<file path="src/hw/rtl/scea_pkg.sv">
package scea_pkg;

  localparam int SUM_BITS = 40;
  localparam logic [SUM_BITS-1:0] SUM_MAX = {SUM_BITS{1'b1}};

  localparam int COORD_BITS = 24;
  localparam int RADIUS_BITS = 10;
  localparam int SHRINK_BITS = 8;
  localparam int MARGIN_BITS = 10;
  localparam int CFG_DATA_BITS = 10;

  // Register indexes on the configuration port.
  localparam logic CFG_RADIUS_SHRINK = 1'b0;
  localparam logic CFG_SEARCH_MARGIN = 1'b1;

  localparam logic [SHRINK_BITS-1:0] SHRINK_RESET = 8'd64;
  localparam logic [MARGIN_BITS-1:0] MARGIN_RESET = 10'd435;

  // Scoring constants: 10.0 in Q.8, 0.8254 as 4127/5000 with the denominator squared, slope 57.273.
  localparam logic [11:0] SCORE_FULL = 12'd2560;
  localparam logic [24:0] INNER_DEN_SQ = 25'd25000000;
  localparam logic [12:0] INNER_NUM_ROOT = 13'd4127;
  localparam logic [15:0] SLOPE_NUM = 16'd57273;
  localparam logic [9:0] SLOPE_DEN = 10'd1000;
  localparam logic [8:0] SLOPE_HALF = 9'd500;

  localparam int ROOT_IN_BITS = 38;
  localparam int ROOT_OUT_BITS = 20;

  typedef struct packed {
    logic signed [COORD_BITS-1:0] query_x;
    logic signed [COORD_BITS-1:0] query_y;
    logic signed [COORD_BITS-1:0] query_z;
    logic [RADIUS_BITS-1:0] query_radius;
    logic signed [COORD_BITS-1:0] neighbor_x;
    logic signed [COORD_BITS-1:0] neighbor_y;
    logic signed [COORD_BITS-1:0] neighbor_z;
    logic [RADIUS_BITS-1:0] neighbor_radius;
    logic last_pair;
  } pair_t;

  typedef struct packed {
    logic [SUM_BITS-1:0] total_energy;
    logic overflowed;
  } result_t;

  typedef enum logic [2:0] {
    ST_IDLE,
    ST_SQR,
    ST_TEST,
    ST_INNER,
    ST_SQRT,
    ST_DIV,
    ST_ACC
  } state_t;

endpackage

</file>
<file path="src/hw/rtl/steric_clash_energy_accumulator_unit.sv">
// Steric clash energy accumulator. Pairs are taken one at a time: a pair occupies the
// block until it leaves ST_ACC; a pair dropped or scored zero or full by the early
// tests skips the square root and the divider. The long path goes through the
// bit-serial square root (19 root steps and the hand-off) and the restoring divider
// that turns the distance into a score. The total leaves through an output register,
// so a new pair is taken while an earlier total still waits; a last pair whose total
// finds that register still full waits for it to drain. Configuration is read in ST_SQR.
module steric_clash_energy_accumulator_unit (
  input  logic clk,
  input  logic rst_n,
  input  logic in_valid,
  output logic in_stall,
  input  scea_pkg::pair_t in_data,
  output logic out_valid,
  input  logic out_stall,
  output scea_pkg::result_t out_data,
  input  logic cfg_we,
  input  logic cfg_index,
  input  logic [scea_pkg::CFG_DATA_BITS-1:0] cfg_wdata
);

  localparam int SB = scea_pkg::SUM_BITS;

  scea_pkg::state_t state_r, state_nxt;

  logic [scea_pkg::SHRINK_BITS-1:0] shrink_r;
  logic [scea_pkg::MARGIN_BITS-1:0] margin_r;

  logic [10:0] mx_r, my_r, mz_r, mx_nxt, my_nxt, mz_nxt;
  logic big_r, big_nxt;
  logic [9:0] qr_r, nr_r, qr_nxt, nr_nxt;
  logic last_r, last_nxt;
  logic [23:0] d2_r, d2_nxt;
  logic [21:0] cut2_r, cut2_nxt;
  logic [10:0] rr_r, rr_nxt;
  logic [21:0] rr2_r, rr2_nxt;
  logic [22:0] k_r, k_nxt;
  logic [46:0] pa_r, pa_nxt;
  logic [45:0] pb_r, pb_nxt;
  logic [11:0] score_r, score_nxt;
  logic [35:0] rem_r, rem_nxt;
  logic [31:0] dsh_r, dsh_nxt;
  logic [3:0] cnt_r, cnt_nxt;
  logic [SB-1:0] sum_r, sum_nxt;
  logic sat_r, sat_nxt;
  logic out_valid_r, out_valid_nxt;
  scea_pkg::result_t out_data_r, out_data_nxt;

  logic in_xfer;
  logic sq_start, sq_done;
  logic [scea_pkg::ROOT_OUT_BITS-1:0] sq_root;

  logic [24:0] dx, dy, dz, ax, ay, az;
  logic [9:0] qs, ns;
  logic [10:0] cut;
  logic [18:0] rr16, dq, e;
  logic [34:0] slope_prod;
  logic [SB:0] sum_wide;
  logic [SB-1:0] sum_upd;
  logic sat_upd;

  scea_isqrt u_isqrt (
    .clk(clk),
    .rst_n(rst_n),
    .start(sq_start),
    .radicand({d2_r[21:0], 16'b0}),
    .done(sq_done),
    .root(sq_root)
  );

  assign in_stall = (state_r != scea_pkg::ST_IDLE);
  assign in_xfer = in_valid && !in_stall;

  always_comb begin
    dx = {in_data.query_x[23], in_data.query_x} - {in_data.neighbor_x[23], in_data.neighbor_x};
    dy = {in_data.query_y[23], in_data.query_y} - {in_data.neighbor_y[23], in_data.neighbor_y};
    dz = {in_data.query_z[23], in_data.query_z} - {in_data.neighbor_z[23], in_data.neighbor_z};
    ax = dx[24] ? -dx : dx;
    ay = dy[24] ? -dy : dy;
    az = dz[24] ? -dz : dz;
    qs = (qr_r > 10'(shrink_r)) ? qr_r - 10'(shrink_r) : 10'd0;
    ns = (nr_r > 10'(shrink_r)) ? nr_r - 10'(shrink_r) : 10'd0;
    cut = 11'(qr_r) + 11'(margin_r);
    rr16 = {rr_r, 8'b0};
    dq = (20'(rr16) < sq_root) ? rr16 : sq_root[18:0];
    e = rr16 - dq;
    slope_prod = 35'(scea_pkg::SLOPE_NUM) * 35'(e);
    sum_wide = {1'b0, sum_r} + (SB + 1)'(score_r);
    if (sum_wide > {1'b0, scea_pkg::SUM_MAX}) begin
      sum_upd = scea_pkg::SUM_MAX;
      sat_upd = 1'b1;
    end else begin
      sum_upd = sum_wide[SB-1:0];
      sat_upd = sat_r;
    end
  end

  always_comb begin
    state_nxt = state_r;
    sq_start = 1'b0;
    mx_nxt = mx_r;
    my_nxt = my_r;
    mz_nxt = mz_r;
    big_nxt = big_r;
    qr_nxt = qr_r;
    nr_nxt = nr_r;
    last_nxt = last_r;
    d2_nxt = d2_r;
    cut2_nxt = cut2_r;
    rr_nxt = rr_r;
    rr2_nxt = rr2_r;
    k_nxt = k_r;
    pa_nxt = pa_r;
    pb_nxt = pb_r;
    score_nxt = score_r;
    rem_nxt = rem_r;
    dsh_nxt = dsh_r;
    cnt_nxt = cnt_r;
    sum_nxt = sum_r;
    sat_nxt = sat_r;
    out_valid_nxt = out_valid_r && out_stall;
    out_data_nxt = out_data_r;

    unique case (state_r)
      scea_pkg::ST_IDLE: begin
        if (in_xfer) begin
          mx_nxt = ax[10:0];
          my_nxt = ay[10:0];
          mz_nxt = az[10:0];
          // Any axis past 2047 puts the pair beyond every possible cutoff.
          big_nxt = (|ax[24:11]) || (|ay[24:11]) || (|az[24:11]);
          qr_nxt = in_data.query_radius;
          nr_nxt = in_data.neighbor_radius;
          last_nxt = in_data.last_pair;
          state_nxt = scea_pkg::ST_SQR;
        end
      end
      scea_pkg::ST_SQR: begin
        d2_nxt = 24'(22'(mx_r) * 22'(mx_r)) + 24'(22'(my_r) * 22'(my_r))
               + 24'(22'(mz_r) * 22'(mz_r));
        cut2_nxt = 22'(cut) * 22'(cut);
        rr_nxt = 11'(qs) + 11'(ns);
        rr2_nxt = 22'(11'(qs) + 11'(ns)) * 22'(11'(qs) + 11'(ns));
        k_nxt = 23'(scea_pkg::INNER_NUM_ROOT) * 23'(11'(qs) + 11'(ns));
        state_nxt = scea_pkg::ST_TEST;
      end
      scea_pkg::ST_TEST: begin
        pa_nxt = 47'(d2_r[21:0]) * 47'(scea_pkg::INNER_DEN_SQ);
        pb_nxt = 46'(k_r) * 46'(k_r);
        score_nxt = '0;
        if (big_r || (d2_r > 24'(cut2_r)) || (rr_r == '0) || (d2_r > 24'(rr2_r))) begin
          state_nxt = scea_pkg::ST_ACC;
        end else begin
          state_nxt = scea_pkg::ST_INNER;
        end
      end
      scea_pkg::ST_INNER: begin
        if (pa_r < 47'(pb_r)) begin
          score_nxt = scea_pkg::SCORE_FULL;
          state_nxt = scea_pkg::ST_ACC;
        end else begin
          sq_start = 1'b1;
          state_nxt = scea_pkg::ST_SQRT;
        end
      end
      scea_pkg::ST_SQRT: begin
        if (sq_done) begin
          // Rounded quotient: (57273*e + 500*rr) / (1000*rr), the Q.8 scale cancels.
          rem_nxt = 36'(slope_prod) + 36'(20'(scea_pkg::SLOPE_HALF) * 20'(rr_r));
          dsh_nxt = 32'(21'(scea_pkg::SLOPE_DEN) * 21'(rr_r)) << 11;
          cnt_nxt = 4'd11;
          score_nxt = '0;
          state_nxt = scea_pkg::ST_DIV;
        end
      end
      scea_pkg::ST_DIV: begin
        if (rem_r >= 36'(dsh_r)) begin
          rem_nxt = rem_r - 36'(dsh_r);
          score_nxt = {score_r[10:0], 1'b1};
        end else begin
          score_nxt = {score_r[10:0], 1'b0};
        end
        dsh_nxt = dsh_r >> 1;
        cnt_nxt = cnt_r - 4'd1;
        if (cnt_r == '0) begin
          state_nxt = scea_pkg::ST_ACC;
        end
      end
      scea_pkg::ST_ACC: begin
        if (!last_r) begin
          sum_nxt = sum_upd;
          sat_nxt = sat_upd;
          state_nxt = scea_pkg::ST_IDLE;
        end else if (!out_valid_r || !out_stall) begin
          out_valid_nxt = 1'b1;
          out_data_nxt.total_energy = sum_upd;
          out_data_nxt.overflowed = sat_upd;
          sum_nxt = '0;
          sat_nxt = 1'b0;
          state_nxt = scea_pkg::ST_IDLE;
        end
      end
      default: state_nxt = scea_pkg::ST_IDLE;
    endcase
  end

  always_ff @(posedge clk) begin
    if (!rst_n) begin
      state_r <= scea_pkg::ST_IDLE;
      shrink_r <= scea_pkg::SHRINK_RESET;
      margin_r <= scea_pkg::MARGIN_RESET;
      sum_r <= '0;
      sat_r <= 1'b0;
      out_valid_r <= 1'b0;
    end else begin
      state_r <= state_nxt;
      sum_r <= sum_nxt;
      sat_r <= sat_nxt;
      out_valid_r <= out_valid_nxt;
      if (cfg_we) begin
        priority if (cfg_index == scea_pkg::CFG_RADIUS_SHRINK) begin
          shrink_r <= cfg_wdata[scea_pkg::SHRINK_BITS-1:0];
        end else if (cfg_index == scea_pkg::CFG_SEARCH_MARGIN) begin
          margin_r <= cfg_wdata[scea_pkg::MARGIN_BITS-1:0];
        end
      end
    end
    mx_r <= mx_nxt;
    my_r <= my_nxt;
    mz_r <= mz_nxt;
    big_r <= big_nxt;
    qr_r <= qr_nxt;
    nr_r <= nr_nxt;
    last_r <= last_nxt;
    d2_r <= d2_nxt;
    cut2_r <= cut2_nxt;
    rr_r <= rr_nxt;
    rr2_r <= rr2_nxt;
    k_r <= k_nxt;
    pa_r <= pa_nxt;
    pb_r <= pb_nxt;
    score_r <= score_nxt;
    rem_r <= rem_nxt;
    dsh_r <= dsh_nxt;
    cnt_r <= cnt_nxt;
    out_data_r <= out_data_nxt;
  end

  assign out_valid = out_valid_r;
  assign out_data = out_data_r;

  a_out_from_last: assert property (@(posedge clk) disable iff (!rst_n)
    $rose(out_valid_r) |-> $past(state_r == scea_pkg::ST_ACC && last_r))
    else $error("total transfer not caused by a last pair");

  a_sat_holds_max: assert property (@(posedge clk) disable iff (!rst_n)
    sat_r |-> (sum_r == scea_pkg::SUM_MAX))
    else $error("saturated sum is not at its maximum");

  a_score_bound: assert property (@(posedge clk) disable iff (!rst_n)
    (state_r == scea_pkg::ST_ACC) |-> (score_r <= 12'd2700))
    else $error("pair score out of range");

endmodule

</file>
<file path="src/hw/rtl/scea_isqrt.sv">
module scea_isqrt (
  input  logic clk,
  input  logic rst_n,
  input  logic start,
  input  logic [scea_pkg::ROOT_IN_BITS-1:0] radicand,
  output logic done,
  output logic [scea_pkg::ROOT_OUT_BITS-1:0] root
);

  localparam int W = scea_pkg::ROOT_IN_BITS;

  logic busy_r, busy_nxt;
  logic done_r, done_nxt;
  logic [W-1:0] rem_r, rem_nxt;
  logic [W-1:0] root_r, root_nxt;
  logic [W-1:0] bit_r, bit_nxt;
  logic [W-1:0] trial;

  // One result bit per cycle: the trial bit walks down two places at a time.
  always_comb begin
    trial = root_r + bit_r;
    busy_nxt = busy_r;
    done_nxt = 1'b0;
    rem_nxt = rem_r;
    root_nxt = root_r;
    bit_nxt = bit_r;
    if (start) begin
      busy_nxt = 1'b1;
      rem_nxt = radicand;
      root_nxt = '0;
      bit_nxt = W'(1) << (W - 2);
    end else if (busy_r) begin
      if (rem_r >= trial) begin
        rem_nxt = rem_r - trial;
        root_nxt = (root_r >> 1) + bit_r;
      end else begin
        root_nxt = root_r >> 1;
      end
      bit_nxt = bit_r >> 2;
      if (bit_r[0]) begin
        busy_nxt = 1'b0;
        done_nxt = 1'b1;
      end
    end
  end

  always_ff @(posedge clk) begin
    if (!rst_n) begin
      busy_r <= 1'b0;
      done_r <= 1'b0;
    end else begin
      busy_r <= busy_nxt;
      done_r <= done_nxt;
    end
    rem_r <= rem_nxt;
    root_r <= root_nxt;
    bit_r <= bit_nxt;
  end

  assign done = done_r;
  assign root = root_r[scea_pkg::ROOT_OUT_BITS-1:0];

endmodule

</file>
<file path="config.mk">
export PLATFORM = sky130hd
export DESIGN_NAME = steric_clash_energy_accumulator_unit
export DESIGN_NICKNAME = d
export VERILOG_FILES = /design/src/hw/rtl/scea_pkg.sv /design/src/hw/rtl/steric_clash_energy_accumulator_unit.sv /design/src/hw/rtl/scea_isqrt.sv
export SDC_FILE = /design/constraint.sdc
export NUM_CORES = 2
export LEC_CHECK = 0
export BUFFER_PORTS_ARGS = -buffer_cell sky130_fd_sc_hd__buf_2
export CAP_MARGIN = 25
export CELL_PAD_IN_SITES_DETAIL_PLACEMENT = 0
export CELL_PAD_IN_SITES_GLOBAL_PLACEMENT = 1
export CORE_UTILIZATION = 30
export DETAILED_ROUTE_END_ITERATION = 10
export PLACE_DENSITY = 0.63
export SETUP_SLACK_MARGIN = 0.15
export SLEW_MARGIN = 10
export SYNTH_ARGS = -nofsm -noshare
export SYNTH_HDL_FRONTEND = slang
export SYNTH_SLANG_ARGS = --single-unit
</file>
<file path="constraint.sdc">
create_clock -name clk -period 28.7 [get_ports clk]
set_clock_uncertainty 0.2 [all_clocks]
set_input_delay 4.305 -clock clk [delete_from_list [all_inputs] [get_ports clk]]
set_output_delay 4.305 -clock clk [all_outputs]
set_load 0.1 [all_outputs]
</file>
==> run summary <==
Post-DRT Antenna Nets: 0
Tot GR Track Use: 0.1600
Crit. End Element: flip-flop
RSZ-0062 raised after global routing: no
critical path class: reg -> reg
input/output buffers: 223
Clock Pin Slew Worst Setup and Hold Paths: 0.06 ns
final setup vio count: 0
Worst Path Max Fanout: 13
largest cells by area after synthesis: fa_1, ha_1, edfxtp_1
GRT overflow: 0
global-route wire length before repair: 362.9 mm
met2 WL: 105.2 mm
worst slack at placement: 17.82 ns
post-cts resize count: 0
io pins: 224
Post-Syn Instances: 9111
Vias: 61830
Pins Over Slew Limit: 0
Synth warnings: 0
CTS tree: done
# hold bufs at CTS: 0
Layout Area Growth over Synthesis: 9.846%
DP HPWL: 185.6 mm
outcome: finished, final reports clean
Avg WL per Cell: 17.16 µm
top routing layer used: met4
Root Buffer: clkbuf_16
worst-margin pin slew: 1.069 ns
GPL Wtd Cong: 0.8716
Syn Area/Cell: 9.322 µm²
library cells used by synthesis: 96
router iterations before antenna repair: 6
Cell Area, Synth: 0.08494 mm²
Tmin final: 10.91 ns
H-tree levels: 3
Setup TNS Final: 0 ns
FF+latch count, synth: 524
syn nets: 11620
Final nets: 11800
final wirelength: 224.4 mm
Max Clock Freq: 0.09164 GHz
vias in the first global route: 65610
Max Cap Viol: 0
count leader, synth: inv_1
initial cell density of the core: 0.3030
# rows: 194
met1 WL: 105.5 mm
Post-CTS Setup Inserts: 0
Via density: 4.728
Clock Latency Late Sink: 0.72 ns
largest net degree at the start of global routing: 75
Hold Path Class: reg -> reg
slew margin rel.: 0.2861
CTS buffer count: 71
Die X: 534.1 µm
Die H: 534.1 µm
initial antenna violation count: 7
EDFF count, synth: 386
post-synthesis sequential area ratio: 0.1690
Post-synth top flop: edfxtp_1
critical path startpoint category: flip-flop
Post-synth top cells: inv_1, fa_1, ha_1, nand2_1, nor2_1
Die ar.: 0.2853 mm²
Worst Path Arrival: 11.15 ns
worst stage delay on the critical path: 0.71 ns
Clock Tree Buf Depth: 3
Async S/R FF share, synth: 0
fin util: 0.3328
share of cells above drive strength 1: 0.05336
final hold vios: 0
DR iter-0 viols: 2984
DRC: 0
CP max-delay cell: or4_1
Synth top area share: 0.2800
met3 WL: 8.859 mm
PnR worst setup slack: 17.79 ns
Core Region: 0.2804 mm²
required time of the worst setup path: 28.93 ns
Final period util: 0.3802
Hold Slack: 0.2643 ns
dominant cell type by area after synthesis: fa_1
Sink Count: 524
==> placed cells by master, fill, tap and decap left out, types with 64 or more instances in the layout <==
| master | synthesis | layout |
|---|---|---|
| a21o_1 | 176 | 176 |
| a21oi_1 | 422 | 421 |
| a31oi_1 | 70 | 70 |
| and2_1 | 249 | 249 |
| buf_2 | 2 | 224 |
| buf_4 | 0 | 84 |
| clkbuf_16 | 0 | 73 |
| dfxtp_1 | 138 | 137 |
| edfxtp_1 | 386 | 386 |
| fa_1 | 1188 | 1188 |
| ha_1 | 1138 | 1138 |
| inv_1 | 2002 | 2002 |
| nand2_1 | 613 | 612 |
| nand2b_1 | 69 | 69 |
| nand3_1 | 118 | 118 |
| nor2_1 | 489 | 486 |
| nor2b_1 | 79 | 78 |
| nor3_1 | 116 | 116 |
| o21a_1 | 64 | 64 |
| o21ai_0 | 292 | 291 |
| o21bai_1 | 78 | 78 |
| xnor2_1 | 350 | 350 |
| xor2_1 | 160 | 159 |
==> per-stage QoR <==
stage          instances  area (µm²)
3_3_place_gp       12940       90640
4_1_cts            13070       93230
2_1_floorplan       9111       84940
3_5_place_dp       12940       90690
6_report           13080       93300
5_1_grt            13080       93300
==> sequential cells by signal, indices dropped and copies added (netlist names), 11 cells and up <==
name	cells
k_r	22
d2_r	24
sum_r	40
out_data	41
u_isqrt.bit_r	19
rr2_r	20
score_r	12
cut2_r	21
u_isqrt.rem_r	38
u_isqrt.root_r	38
mz_r	11
my_r	11
dsh_r	32
pa_r	41
rr_r	11
rem_r	36
mx_r	11
pb_r	45
==> worst max-delay path: cells and delay by family, from the launching register on <==
family	cells	cell delay [ns]
AO/OA/AOI/OAI	14	3.05
multiplexers	2	0.28
buffers and inverters	5	0.79
flip-flops	1	0.44
XOR/XNOR	2	0.58
AND/OR/NAND/NOR	6	1.93
adder cells (fa/ha/maj)	8	3.34
==> worst paths after layout <==
| kind | start | endpoint | slack [ns] | cells past startpoint |
|---|---|---|---|---|
| max | u_isqrt.root_r[2] | rem_r[35] | 17.79 | 37 |
| max reg2reg | u_isqrt.root_r[2] | rem_r[35] | 17.79 | 37 |
| min reg2reg | shrink_r[1] | shrink_r[1] | 0.26 | 2 |
| min | shrink_r[1] | shrink_r[1] | 0.26 | 2 |
==> metal layers <==
metal / GRT usage / up-vias
met4: 0.03729 / 0
met5: 0 / -
met3: 0.01873 / 198
met1: 0.2194 / 30570
met2: 0.2680 / 1073
li1: - / 29990
==> cells by family after synthesis <==
logic type / after synthesis / share of synthesized area
AND/OR/NAND/NOR: 2001 / 0.1135
buffers and inverters: 2213 / 0.09792
adder cells (fa/ha/maj): 2326 / 0.4476
flip-flops: 524 / 0.1690
multiplexers: 52 / 0.006290
XOR/XNOR: 511 / 0.05285
AO/OA/AOI/OAI: 1484 / 0.1128
==> layout make-up <==
class,count,area (µm²)
tap,3724,4659
clock buffer,86,1896
sequential,524,14360
multi-input combinational,6374,62340
timing repair buffer,313,1854
fill,28980,187100
antenna,3,7.507
inverter,2009,7541
clock inverter,45,639.4
Power is left out: the tool's default activity adds up to more than one toggle a clock period on the data nets, which glitch-free logic cannot reach.
